<file path="src/hw/rtl/ssrt_ram.sv">
// ----------------------------------------------------------------------------
// Slot table RAM
// Generic single write port, single read port RAM with a registered read.
// ----------------------------------------------------------------------------
module ssrt_ram #(
  parameter int  WIDTH  = 8,
  parameter int  DEPTH  = 16,
  localparam int ADDR_W = $clog2(DEPTH)
) (
  input  logic              clk,
  input  logic              we,
  input  logic [ADDR_W-1:0] waddr,
  input  logic [WIDTH-1:0]  wdata,
  input  logic [ADDR_W-1:0] raddr,
  output logic [WIDTH-1:0]  rdata
);

  logic [WIDTH-1:0] mem [DEPTH];

  always_ff @(posedge clk) begin
    if (we) begin
      mem[waddr] <= wdata;
    end
    rdata <= mem[raddr];
  end

endmodule

</file>
<file path="config.mk">
export PLATFORM = sky130hd
export DESIGN_NAME = ssrt_ram
export DESIGN_NICKNAME = d
export VERILOG_FILES = /design/src/hw/rtl/ssrt_ram.sv
export SDC_FILE = /design/constraint.sdc
export NUM_CORES = 1
export LEC_CHECK = 0
export BUFFER_PORTS_ARGS = -buffer_cell sky130_fd_sc_hd__buf_4
export CELL_PAD_IN_SITES_DETAIL_PLACEMENT = 1
export CELL_PAD_IN_SITES_GLOBAL_PLACEMENT = 1
export CORE_ASPECT_RATIO = 0.8
export CORE_MARGIN = 2
export CORE_UTILIZATION = 25
export DETAILED_ROUTE_END_ITERATION = 10
export GPL_TIMING_DRIVEN = 0
export PLACE_DENSITY_LB_ADDON = 0.1
export SKIP_CTS_REPAIR_TIMING = 1
export SYNTH_ARGS = -nofsm -noshare
export SYNTH_HDL_FRONTEND = slang
export SYNTH_SLANG_ARGS = --single-unit
</file>
<file path="constraint.sdc">
create_clock -name clk -period 2.15 [get_ports clk]
set_input_delay 0.3225 -clock clk [delete_from_list [all_inputs] [get_ports clk]]
set_output_delay 0.3225 -clock clk [all_outputs]
set_load 0.02 [all_outputs]
</file>
# After elaboration in Yosys (flattened, before gate mapping)
# Memories as Yosys holds them, arrays and structs flattened. A register that Yosys moved wholly into a read port is not among the register bits.
# Cells that the tools add are included.
# op_classes
n_mux,2
eq_ne,0
multipliers,0
magnitude_cmp,0
shift,0
n_addsub,0
n_bitwise,0
div_mod_pow,0
n_reduce_logical,0
# ops
op,count
$mux W1,2
# totals
register_bits,0
rom_bits,0
out_inout_bits,8
latch_bits,0
memories,1
mem_bits_rw,128
# memory_table
memory,words,word_bits,read_ports,rd_ports_with_merged_regs,wr,line,rtl
mem,16,8,1,1,1,18,logic [WIDTH-1:0] mem [DEPTH];

# Logic depth before layout (Yosys ltp)
# depth
depth_word,2
mapped_depth,5
depth_no_buf,3

# Worst setup path after synthesis
# Ideal clock, no wire load.
# synth_path
kind,input to register
start,input port waddr[2]
end,memory mem[0][0] (enable)
setup_slack_ns,0.335
t_arrival_ns,1.432
required_time_ns,1.767
path_stages,2
path_buffers,0
path_cell_list,or3b_2 > nor3_1
# synth_rtl
element,line,rtl
start: declaration,12,"input logic [ADDR_W-1:0] waddr,"
end: declaration,18,
# Straight into the memory's write port.

# Worst setup path after layout
# layout_path
start,input port waddr[2]
end,memory mem[2][1] (enable)
# Straight into the memory's write port.

==> impl_metrics.csv <==
group,metric,value,unit
outcome,status,"finished, final reports clean",
power_and_ir_drop,swShare,21.1,%
placed_design,io_buffers,24,
critical_path,r2r_cells,3,
clock_network,cts_tree,"done",
sta,finalCriticalPeriod,1.66,ns
worst_hold_path,min_to,"mem[5][5]",
power_and_ir_drop,switching_power,1.38,mW
clock_network,h-tree-depth,4,
critical_path,crit_required,2.19,ns
placed_design,hpwl,8150,um
sta,max_freq,602,MHz
power_and_ir_drop,p_seq_share,45.5,%
run,maxCapViolCount,0,
synthesis,syn-mean-instance-area,22.5,um^2
critical_path,rr_endpoint,"rdata[0]",
sta,skew,0.00561,ns
die,dieHeight,132,um
die,boundaryPins,26,
worst_hold_path,min-delay-start,"wdata[5]",
critical_path,start_kind,"primary input",
sta,rsz0062_at_grt,"no",
synthesis,synth_top_cell_area_share,74.7,%
cells_and_area,drive_above_1_share,31.2,%
die,die_area,21800,um^2
clock_network,cts-root-buf,"clkbuf_16",
clock_network,clock_latency,0.42,ns
critical_path,rrSetupSlack,0.67,ns
synthesis,synth_area_leader_cell,"edfxtp_1",
routing,wl,12800,um
power_and_ir_drop,vdd_ir_drop_max,0.363,mV
die,die_w,164,um
grt,antenna_found_initial,0,
synthesis,syn_nets,247,
clock_network,cts.reportedPaths.clkPinSlew,0.06,ns
routing,via_count,2361,
power_and_ir_drop,power.density,1030,nW/um^2
grt,grt_pass1_wl,18400,um
clock_network,cts_buffers,17,
clock_network,clockBufferDepth,2,
cells_and_area,fin_util,31.6,%
die,fp-row-count,46,
power_and_ir_drop,pwr-share-clk,49.2,%
grt,grt_use_met1,19.1,%
critical_path,cp_max_fo,8,
power_and_ir_drop,report.power.total,6.55,mW
cells_and_area,num_antenna_cells,0,
grt,grt_pass1_vias,2512,
critical_path,worstPathArrival,1.70,ns
routing,antenna_left,0,
die,core,20000,um^2
synthesis,synth_cells,229,
cells_and_area,fin_nets,290,
synthesis,netlist_area,5150,um^2
worst_hold_path,hold_path_depth,1,
power_and_ir_drop,internal_power,5.17,mW
sta,hold_violations,0,
clock_network,clock-sinks,136,
grt,track_usage,12.7,%
routing,first_pass_iters,4,
grt,grt_util_met3,3.30,%
critical_path,crit_type,"primary input to flip-flop",
critical_path,timing.rr.start,"mem[5][0]",
placed_design,gp_congestion,0.642,
synthesis,synthTopCellsByArea,"edfxtp_1, mux4_2, mux4_1",
synthesis,synth_cell_types,19,
cells_and_area,syn_to_final_growth,22.9,%
synthesis,synth_seq_area_share,77.8,%
sta,post-route-period-util,77.3,%
synthesis,ys_ff_latch,136,
routing,avgRoutedWirePerCell,23.4,um
grt,grt_max_degree,17,
sta,final_max_slew_viol_count,0,
routing,drtIter0Drc,173,
sta,relSlewSlack,37.9,%
worst_hold_path,holdCritPathClass,"primary input to flip-flop",
routing,post-route-drc-count,0,
power_and_ir_drop,combPwrFrac,5.3,%
synthesis,synth_warnings,0,
power_and_ir_drop,leakagePower,2.08,nW
routing,routed_via_density,4.30,
critical_path,crit_path_end_kind,"flip-flop",
sta,worst_pin_slew,0.928,ns
sta,setup_viol,0,
grt,top_usage_layer,"met1",
die,start_util,25.7,%
grt,grt-ovfl-total,0,
grt,met2_usage,17.5,%
==> metrics by stage <==
step	setup slack, ns	hold WS, ns	cells	instance area (um^2)	setup TNS (ns)
after floorplan	0.335	0.421	229	5150	0
after global placement	-0.485	0.668	517	5660	-5.38
after detailed placement	-0.0724	0.677	517	5670	-0.578
after CTS	0.378	0.227	549	6320	0
after global routing	0.422	0.242	549	6330	0
final	0.488	0.229	549	6330	0
==> layout by cell type (no fill, tap or decap) <==
cell / n
edfxtp_1: 128
buf_4: 25
mux4_2: 18
clkbuf_16: 17
a22oi_1: 16
mux4_1: 14
nor2_1: 13
nand2_1: 9
dfxtp_1: 8
bufinv_16: 5
nor3_2: 4
clkinv_4: 4
buf_6: 3
buf_2: 3
clkdlybuf4s25_2: 3
clkinv_2: 3
nand3b_1: 2
nand2b_1: 2
inv_6: 2
nor2b_1: 1
and2_1: 1
and2b_1: 1
nand3_1: 1
or3b_2: 1
clkinvlp_4: 1
==> routing by layer <==
layer / up-vias / share of wire (%)
met5: - / 0
met1: 1250 / 53
li1: 1059 / -
met2: 43 / 43
met4: 0 / 1.0
met3: 9 / 3.2
==> layout make-up <==
class	instances	area (um^2)
Tap cell	264	330
Multi-Input combinational cell	83	1080
Buffer	10	86.3
Fill cell	2015	13700
Clock buffer	17	425
Timing Repair Buffer	24	180
Clock inverter	15	225
Sequential cell	136	4000
==> registers in the layout, summed over array words and instances, names as in the netlist <==
| signal | cells |
|---|---|
| mem | 128 |
| rdata | 8 |
==> power by group through the flow <==
stage               Clock [mW]  Combinational (mW)  Sequential [mW]
floorplan                    0               0.150             3.05
finish                    3.22               0.347             2.98
detailed placement           0               0.358             3.04
global placement             0               0.353             3.03
CTS                       3.29               0.358             2.98
global route              3.39               0.377             2.98
==> worst max-delay path by stage <==
stage	from	to	slack (ns)
CTS	waddr[3]	mem[4][3]	0.38
global route	waddr[2]	mem[2][1]	0.42
floorplan	waddr[2]	mem[0][0]	0.33
detailed placement	waddr[3]	mem[4][0]	-0.07
global placement	waddr[2]	mem[0][3]	-0.49
finish	waddr[2]	mem[2][1]	0.49
==> logic make-up (layout without fill, tap and decap cells) <==
kind of cell	after synthesis	in the layout	synth area share [%]
AOI/OAI and AO/OA	16	16	2.33
DFF	136	136	77.8
buffers and inverters	10	66	1.68
muxes	32	32	15.0
and+or+nand+nor	35	35	3.18
==> cells in the mapped netlist <==
master	instances
nand2b_1	2
clkdlybuf4s25_2	3
nand2_1	9
buf_6	3
nand3b_1	2
dfxtp_1	8
buf_2	3
nor2b_1	1
and2b_1	1
nor2_1	13
nand3_1	1
mux4_2	18
nor3_1	4
or3b_2	1
a22oi_1	16
and2_1	1
edfxtp_1	128
buf_4	1
mux4_1	14
==> critical path: stages <==
cell and delay, ns:
buf_4 0.13, or3b_2 0.52, nor2_1 0.73
Note: power is estimated with default switching activity, not from simulation.
