**src/hw/rtl/ssrt_pkg.sv**
```systemverilog
// ----------------------------------------------------------------------------
// Slot reservation table package
// Shared constants, word types and helper functions for the slot table.
// ----------------------------------------------------------------------------
package ssrt_pkg;

  localparam int SLOT_DEPTH = 256;
  localparam int SLOT_AW    = $clog2(SLOT_DEPTH);
  localparam int CNT_W      = $clog2(SLOT_DEPTH + 1);

  localparam int COORD_W = 24;
  localparam int IDX_W   = 8;
  localparam int CFG_W   = 9;
  localparam int SQ_W    = 2 * COORD_W;
  localparam int DIST_W  = SQ_W + 2;

  localparam logic [1:0] CMD_LOAD    = 2'd0;
  localparam logic [1:0] CMD_FIND    = 2'd1;
  localparam logic [1:0] CMD_RELEASE = 2'd2;

  localparam logic [1:0] ST_OK       = 2'd0;
  localparam logic [1:0] ST_NONE     = 2'd1;
  localparam logic [1:0] ST_RANGE    = 2'd2;
  localparam logic [1:0] ST_WAS_FREE = 2'd3;

  typedef struct packed {
    logic [1:0]                command;
    logic [IDX_W-1:0]          entry_index;
    logic signed [COORD_W-1:0] point_x;
    logic signed [COORD_W-1:0] point_y;
    logic signed [COORD_W-1:0] point_z;
    logic [COORD_W-1:0]        max_distance;
    logic                      set_mark;
  } req_t;

  typedef struct packed {
    logic [1:0]                status;
    logic [IDX_W-1:0]          found_index;
    logic signed [COORD_W-1:0] found_x;
    logic signed [COORD_W-1:0] found_y;
    logic signed [COORD_W-1:0] found_z;
  } rsp_t;

  // One table entry as it sits in memory.
  typedef struct packed {
    logic                      mark;
    logic signed [COORD_W-1:0] x;
    logic signed [COORD_W-1:0] y;
    logic signed [COORD_W-1:0] z;
  } slot_t;

  localparam int SLOT_W = $bits(slot_t);

  // Travels with each scan read down the distance pipeline.
  typedef struct packed {
    logic [SLOT_AW-1:0] pos;
    logic               last;
  } scan_tag_t;

  function automatic logic [CNT_W-1:0] active_count(input logic [CFG_W-1:0] n);
    if (32'(n) > 32'(SLOT_DEPTH)) begin
      return CNT_W'(SLOT_DEPTH);
    end
    return CNT_W'(n);
  endfunction

  // Magnitude of a difference of two coordinates; it always fits 24 bits.
  function automatic logic [COORD_W-1:0] abs_diff(input logic [COORD_W-1:0] a,
                                                  input logic [COORD_W-1:0] b);
    logic [COORD_W:0] d;
    logic [COORD_W:0] m;
    d = {a[COORD_W-1], a} - {b[COORD_W-1], b};
    m = d[COORD_W] ? (~d + 1'b1) : d;
    return m[COORD_W-1:0];
  endfunction

endpackage

```
**src/hw/rtl/ssrt_dist.sv**
```systemverilog
// ----------------------------------------------------------------------------
// Slot distance pipeline
// Two registered stages: coordinate differences, then their squares. The
// squared distance of each scanned slot comes out as a sum of the squares.
// ----------------------------------------------------------------------------
module ssrt_dist import ssrt_pkg::*; (
  input  logic                      clk,
  input  logic                      rst,
  input  logic                      flush,
  input  logic                      in_valid,
  input  scan_tag_t                 in_tag,
  input  slot_t                     in_slot,
  input  logic signed [COORD_W-1:0] query_x,
  input  logic signed [COORD_W-1:0] query_y,
  input  logic signed [COORD_W-1:0] query_z,
  output logic                      out_valid,
  output scan_tag_t                 out_tag,
  output slot_t                     out_slot,
  output logic [DIST_W-1:0]         out_dist
);

  logic               valid_a;
  scan_tag_t          tag_a;
  slot_t              slot_a;
  logic [COORD_W-1:0] dx;
  logic [COORD_W-1:0] dy;
  logic [COORD_W-1:0] dz;

  logic               valid_b;
  scan_tag_t          tag_b;
  slot_t              slot_b;
  logic [SQ_W-1:0]    sq_x;
  logic [SQ_W-1:0]    sq_y;
  logic [SQ_W-1:0]    sq_z;

  always_ff @(posedge clk) begin
    if (rst || flush) begin
      valid_a <= 1'b0;
      valid_b <= 1'b0;
    end else begin
      valid_a <= in_valid;
      valid_b <= valid_a;
    end
    tag_a  <= in_tag;
    slot_a <= in_slot;
    dx     <= abs_diff(in_slot.x, query_x);
    dy     <= abs_diff(in_slot.y, query_y);
    dz     <= abs_diff(in_slot.z, query_z);
    tag_b  <= tag_a;
    slot_b <= slot_a;
    sq_x   <= dx * dx;
    sq_y   <= dy * dy;
    sq_z   <= dz * dz;
  end

  assign out_valid = valid_b;
  assign out_tag   = tag_b;
  assign out_slot  = slot_b;
  assign out_dist  = DIST_W'(sq_x) + DIST_W'(sq_y) + DIST_W'(sq_z);

endmodule

```
**config.mk**
```make
export PLATFORM = sky130hd
export DESIGN_NAME = ssrt_dist
export DESIGN_NICKNAME = d
export VERILOG_FILES = /design/src/hw/rtl/ssrt_pkg.sv /design/src/hw/rtl/ssrt_dist.sv
export SDC_FILE = /design/constraint.sdc
export NUM_CORES = 2
export LEC_CHECK = 0
export BUFFER_PORTS_ARGS = -buffer_cell sky130_fd_sc_hd__clkbuf_2
export CAP_MARGIN = 20
export CORE_MARGIN = 1.5
export CORE_UTILIZATION = 45
export CTS_CLUSTER_DIAMETER = 100
export DETAILED_ROUTE_END_ITERATION = 8
export GPL_TIMING_DRIVEN = 0
export HOLD_SLACK_MARGIN = 0.12
export PLACE_DENSITY = 0.73
export SLEW_MARGIN = 25
export SYNTH_ARGS = -nofsm -noshare
export SYNTH_HDL_FRONTEND = slang
export SYNTH_SLANG_ARGS = --single-unit
export TNS_END_PERCENT = 30
```
**constraint.sdc**
```tcl
create_clock -name clk -period 17.7 [get_ports clk]
set_input_delay 1.77 -clock clk [delete_from_list [all_inputs] [get_ports clk]]
set_output_delay 1.77 -clock clk [all_outputs]
set_load 0.005 [all_outputs]
```
## Word level (Yosys, flattened, before mapping)

Index checks and enable logic that the tools add are counted.

| word-level totals | value |
|---|---|
| input bits | 158 |
| word-level logic and storage cells | 38 |
| bits in registers | 382 |

| operators by class | value |
|---|---|
| add/sub/neg operators | 8 |
| multipliers | 3 |
| bitwise gates (word level) | 3 |
| multiplexer cells | 3 |
| reductions and logical operators | 1 |

Operators by type and width:

| operator | number |
|---|---|
| multiplier 24 x 24 -> 48 bit | 3 |
| subtractor 24 x 24 -> 25 bit | 3 |
| adder 24 x 1 -> 24 bit (second input constant) | 3 |
| two-way mux 24 bit | 3 |
| NOT 24 bit | 3 |
| adder 49 x 48 -> 50 bit | 1 |
| adder 48 x 48 -> 49 bit | 1 |
| logical OR 1 bit | 1 |

## Longest topological paths before layout

| depth | value |
|---|---|
| word-level depth | 4 |
| mapped depth | 30 |

## Worst setup path after synthesis

No wires, ideal clock.

| timing | value |
|---|---|
| kind | register to register |
| start | register dz[16] |
| end | register sq_z[44] |
| required time | 17628 ps |
| setup time | 72 ps |
| buffers on the path | 2 |
| path slack | 10370 ps |
| period minus slack after synthesis | 7330 ps |
| cell stages (with the launch flop) | 28 |
| data arrival time | 7258 ps |
| cells stage by stage | dfxtp_1 > clkbuf_1 > clkbuf_1 > nand2_1 > fa_1 > inv_1 > fa_1 > inv_1 > fa_1 > fa_1 > inv_1 > fa_1 > fa_1 > inv_1 > fa_1 > inv_1 > ha_1 > a2111o_1 > nor2_1 > nor4bb_1 > a221o_1 > o41a_1 > a211o_1 > a31o_1 > a21oi_2 > o31ai_1 > a21oi_2 > xnor2_1 |

| between the ends | value |
|---|---|
| word-level cells in the longest chain between the ends | 1 |

Ends and longest elaborated chain:

| item | RTL line | RTL |
|---|---|---|
| start: declaration | ssrt_dist.sv:27 | `logic [COORD_W-1:0] dz;` |
| start signal: assignment | ssrt_dist.sv:48 | `dz <= abs_diff(in_slot.z, query_z);` |
| multiplier 24 x 24 -> 48 bit | ssrt_dist.sv:53 | `sq_z <= dz * dz;` |
| end signal: assignment | ssrt_dist.sv:53 |  |
| end: declaration | ssrt_dist.sv:34 | `logic [SQ_W-1:0] sq_z;` |

Every way passes these cells.
A chain may end at the register's enable or synchronous reset.

## Final worst setup path

| timing | value |
|---|---|
| start | register dy[17] |
| end | register sq_y[47] |

| between the ends | value |
|---|---|
| word-level cells in the longest chain between the ends | 1 |

Ends and longest elaborated chain:

| item | RTL line | RTL |
|---|---|---|
| start: declaration | ssrt_dist.sv:26 | `logic [COORD_W-1:0] dy;` |
| start signal: assignment | ssrt_dist.sv:47 | `dy <= abs_diff(in_slot.y, query_y);` |
| multiplier 24 x 24 -> 48 bit | ssrt_dist.sv:52 | `sq_y <= dy * dy;` |
| end signal: assignment | ssrt_dist.sv:52 |  |
| end: declaration | ssrt_dist.sv:33 | `logic [SQ_W-1:0] sq_y;` |

Every way passes these cells.

==> results.md <==
* Status: complete, but fails checks
* Violated checks: DRC
* Core area at 144,000 µm²
* Routed WL per cell at approximately 18 µm
* Top FF cell, synth: dfxtp_1
* Setup Crit Path Kind: register to register
* Post-synth EDFFs at 0
* Clk_lat worst skew at around 0.65 ns
* Asr flop ratio synth at 0%
* Sum Neg Setup Slack at 0 ns
* DRT antenna net count at 0
* Met3 WL at 13.2 mm
* DRC at 9
* Vias at around 48,000
* Post-Syn Area at 65,200 µm²
* Flops & latches, synth at around 380
* Post-DP HPWL at approximately 140 mm
* Nets at around 9,500
* Top Ports at 291
* Worst Path Arrival at 9.71 ns
* CTS Buf Count at 47
* Setup crit end kind: register
* Initial core utilization at 45.4%
* Synth unique cells at just over 90
* Fillers at approximately 13,000
* Vias/cell at approximately 5.1
* Most common cell after layout, fill and taps aside: inv_1
* Max stage delay on crit path at ~0.59 ns
* CP delay by family, top: adder cells
* Commonest cells after routing, fill and taps aside: 1,920 x inv_1, 1,316 x fa_1, 651 x ha_1
* Hold Crit Class: register to register
* Largest net degree at the start of global routing at 15
* Synth warn at 0
* Slew Limit Fails at 0
* Final hold vios at 0
* DR pass1 iterations at 8
* DRT iter0 DRCs at ~3,300
* Metal-1 WL at 68.3 mm
* First-pass GRT wire length at about 270 mm
* Vias in the first global route at around 51,000
* Sequential cell area fraction in the yosys report at a little under an eighth
* Postcts setup bufs at 0
* Period minus WS final at 9.23 ns
* # diodes at 0
* Max Used Layer: met4
* Worst-path fanout max at 10
* Avg Cell Area, Syn at about 9.3 µm²
* Setup-failing EPs final at 0
* Placer Congestion at 0.965
* RSZ-0062 raised after global routing: false
* H-tree depth at 2
* TritonCTS sink count at between 300 and 400
* Worst-margin pin slew at 0.981 ns
* CTS tree: yes
* IO Port Bufs at slightly below 300
* Layout area overhead at 8.56%
* Ratio of final minimum period to clock period at between 50% and 60%
* Initial antenna violation count at 4
* Hold_buf cts at 0
* Gates resized, CTS repair at 0
* Worst path most repeated cell: fa_1
* Skew final at ~0.033 ns
* Share of cells above drive strength 1 at 5.79%
* Cell at the slowest stage of the critical path: clkbuf_1
* Site row count at about 140
* Fmax at 108 MHz
* Clk root buf: clkbuf_16
* Max cap viols at 0
* Clock transition at the registers of the reported paths at about 0.06 ns
* Die X at 384 µm
* Max_slew headroom at 34.6%
* Bufs on Longest Clock Path at 3
* Buf+Inv Stages, Crit Path at 7
* GRT Total Usage at a little under a quarter
* Cells after Synth at 7,033
* Met2 routed WL at 77.9 mm
* Grt ovf at 0
* CP Launch Type: register
* Final wirelength at roughly 170 mm
* Die Ht at 384 µm
* WP data required at around 18 ns
* Die area at 147,000 µm²
-- registers in the layout, indices dropped and copies added, names as in the netlist --
| name | count |
|---|---|
| out_slot | 73 |
| slot_a | 73 |
| sq_x | 47 |
| sq_y | 47 |
| sq_z | 47 |
| dx | 24 |
| dy | 24 |
| dz | 24 |
| out_tag | 9 |
| tag_a | 9 |
| out_valid | 1 |
| valid_a | 1 |
-- layer usage --
| layer | vias up | track usage [%] |
|---|---|---|
| li1 | 21821 | - |
| met1 | 23841 | 30.6 |
| met2 | 1696 | 38.3 |
| met3 | 343 | 4.41 |
| met4 | 0 | 8.48 |
| met5 | - | 0 |
-- worst paths after layout --
kind                                 start      endpoint  slack, ns  cells after the start
worst min register to register  slot_a[22]  out_slot[22]       0.32                      0
worst max register to register      dy[17]      sq_y[47]       8.47                     27
worst max-delay path                dy[17]      sq_y[47]       8.47                     27
worst min-delay path            slot_a[22]  out_slot[22]       0.32                      0
-- kinds of logic (layout without fill, tap and decap cells) --
family / count (synthesis) / count (layout) / share of synthesized area (%)
buffers and inverters: 2109 / 2485 / 12.2
adder cells (fa/ha/maj): 1967 / 1967 / 52.9
AND/OR/NAND/NOR: 1469 / 1469 / 11.0
AO/OA/AOI/OAI: 789 / 789 / 7.90
flip-flops: 379 / 379 / 11.6
XOR/XNOR: 310 / 310 / 4.17
multiplexers: 9 / 9 / 0.148
other: 1 / 3 / 0.00576
-- metrics by stage --
step | cell area (µm²) | worst slack, ns | util, % | std cells | hold slack, ns
floorplan | 65200 | 10.37 | - | 7035 | 0.310
global placement | 69000 | 8.70 | 48.0 | 9228 | 0.310
detailed placement | 69000 | 8.61 | 48.0 | 9228 | 0.312
CTS | 70700 | 8.59 | 49.2 | 9314 | 0.322
global route | 70700 | 8.14 | 49.2 | 9314 | 0.330
finish | 70700 | 8.47 | 49.2 | 9314 | 0.321
-- cell usage after synthesis (all sizes together) (5+ instances only) --
library cell	count	area share, %
a2111oi	6	0.11
a211o	7	0.094
a211oi	27	0.33
a21boi	10	0.12
a21o	133	1.5
a21oi	247	1.9
a221o	7	0.11
a221oi	8	0.12
a311oi	8	0.12
a31o	7	0.094
a31oi	29	0.28
a41oi	8	0.11
and2	359	3.4
and3	29	0.28
and4	5	0.067
buf	8	0.069
clkbuf	181	1.0
dfxtp	379	12
fa	1316	40
ha	651	13
inv	1920	11
mux2	5	0.086
nand2	596	3.4
nand2b	42	0.40
nand3	53	0.41
nand4	24	0.24
nor2	203	1.2
nor2b	46	0.44
nor3	41	0.31
nor3b	6	0.069
nor4	16	0.20
o2111ai	7	0.10
o211ai	8	0.11
o21a	35	0.40
o21ai	152	1.2
o21bai	28	0.32
o31a	7	0.094
o31ai	21	0.25
or2	15	0.14
or3	14	0.13
xnor2	208	2.8
xor2	102	1.4
-- area by class of cell --
type                    instances  area, µm²  share of cell area [%]
multi-input cells            4547      49600                    70.2
flip-flops and latches        379       7590                    10.7
inverters                    1920       7210                    10.2
well taps                    1903       2380                    3.37
repair buffers                290       1450                    2.05
clock buffers                  60       1290                    1.83
plain buffers                 189        724                    1.02
clock inverters                26        445                   0.630
Power is left out: the tool's default activity adds up to more than one toggle a clock period on the data nets, which glitch-free logic cannot reach.
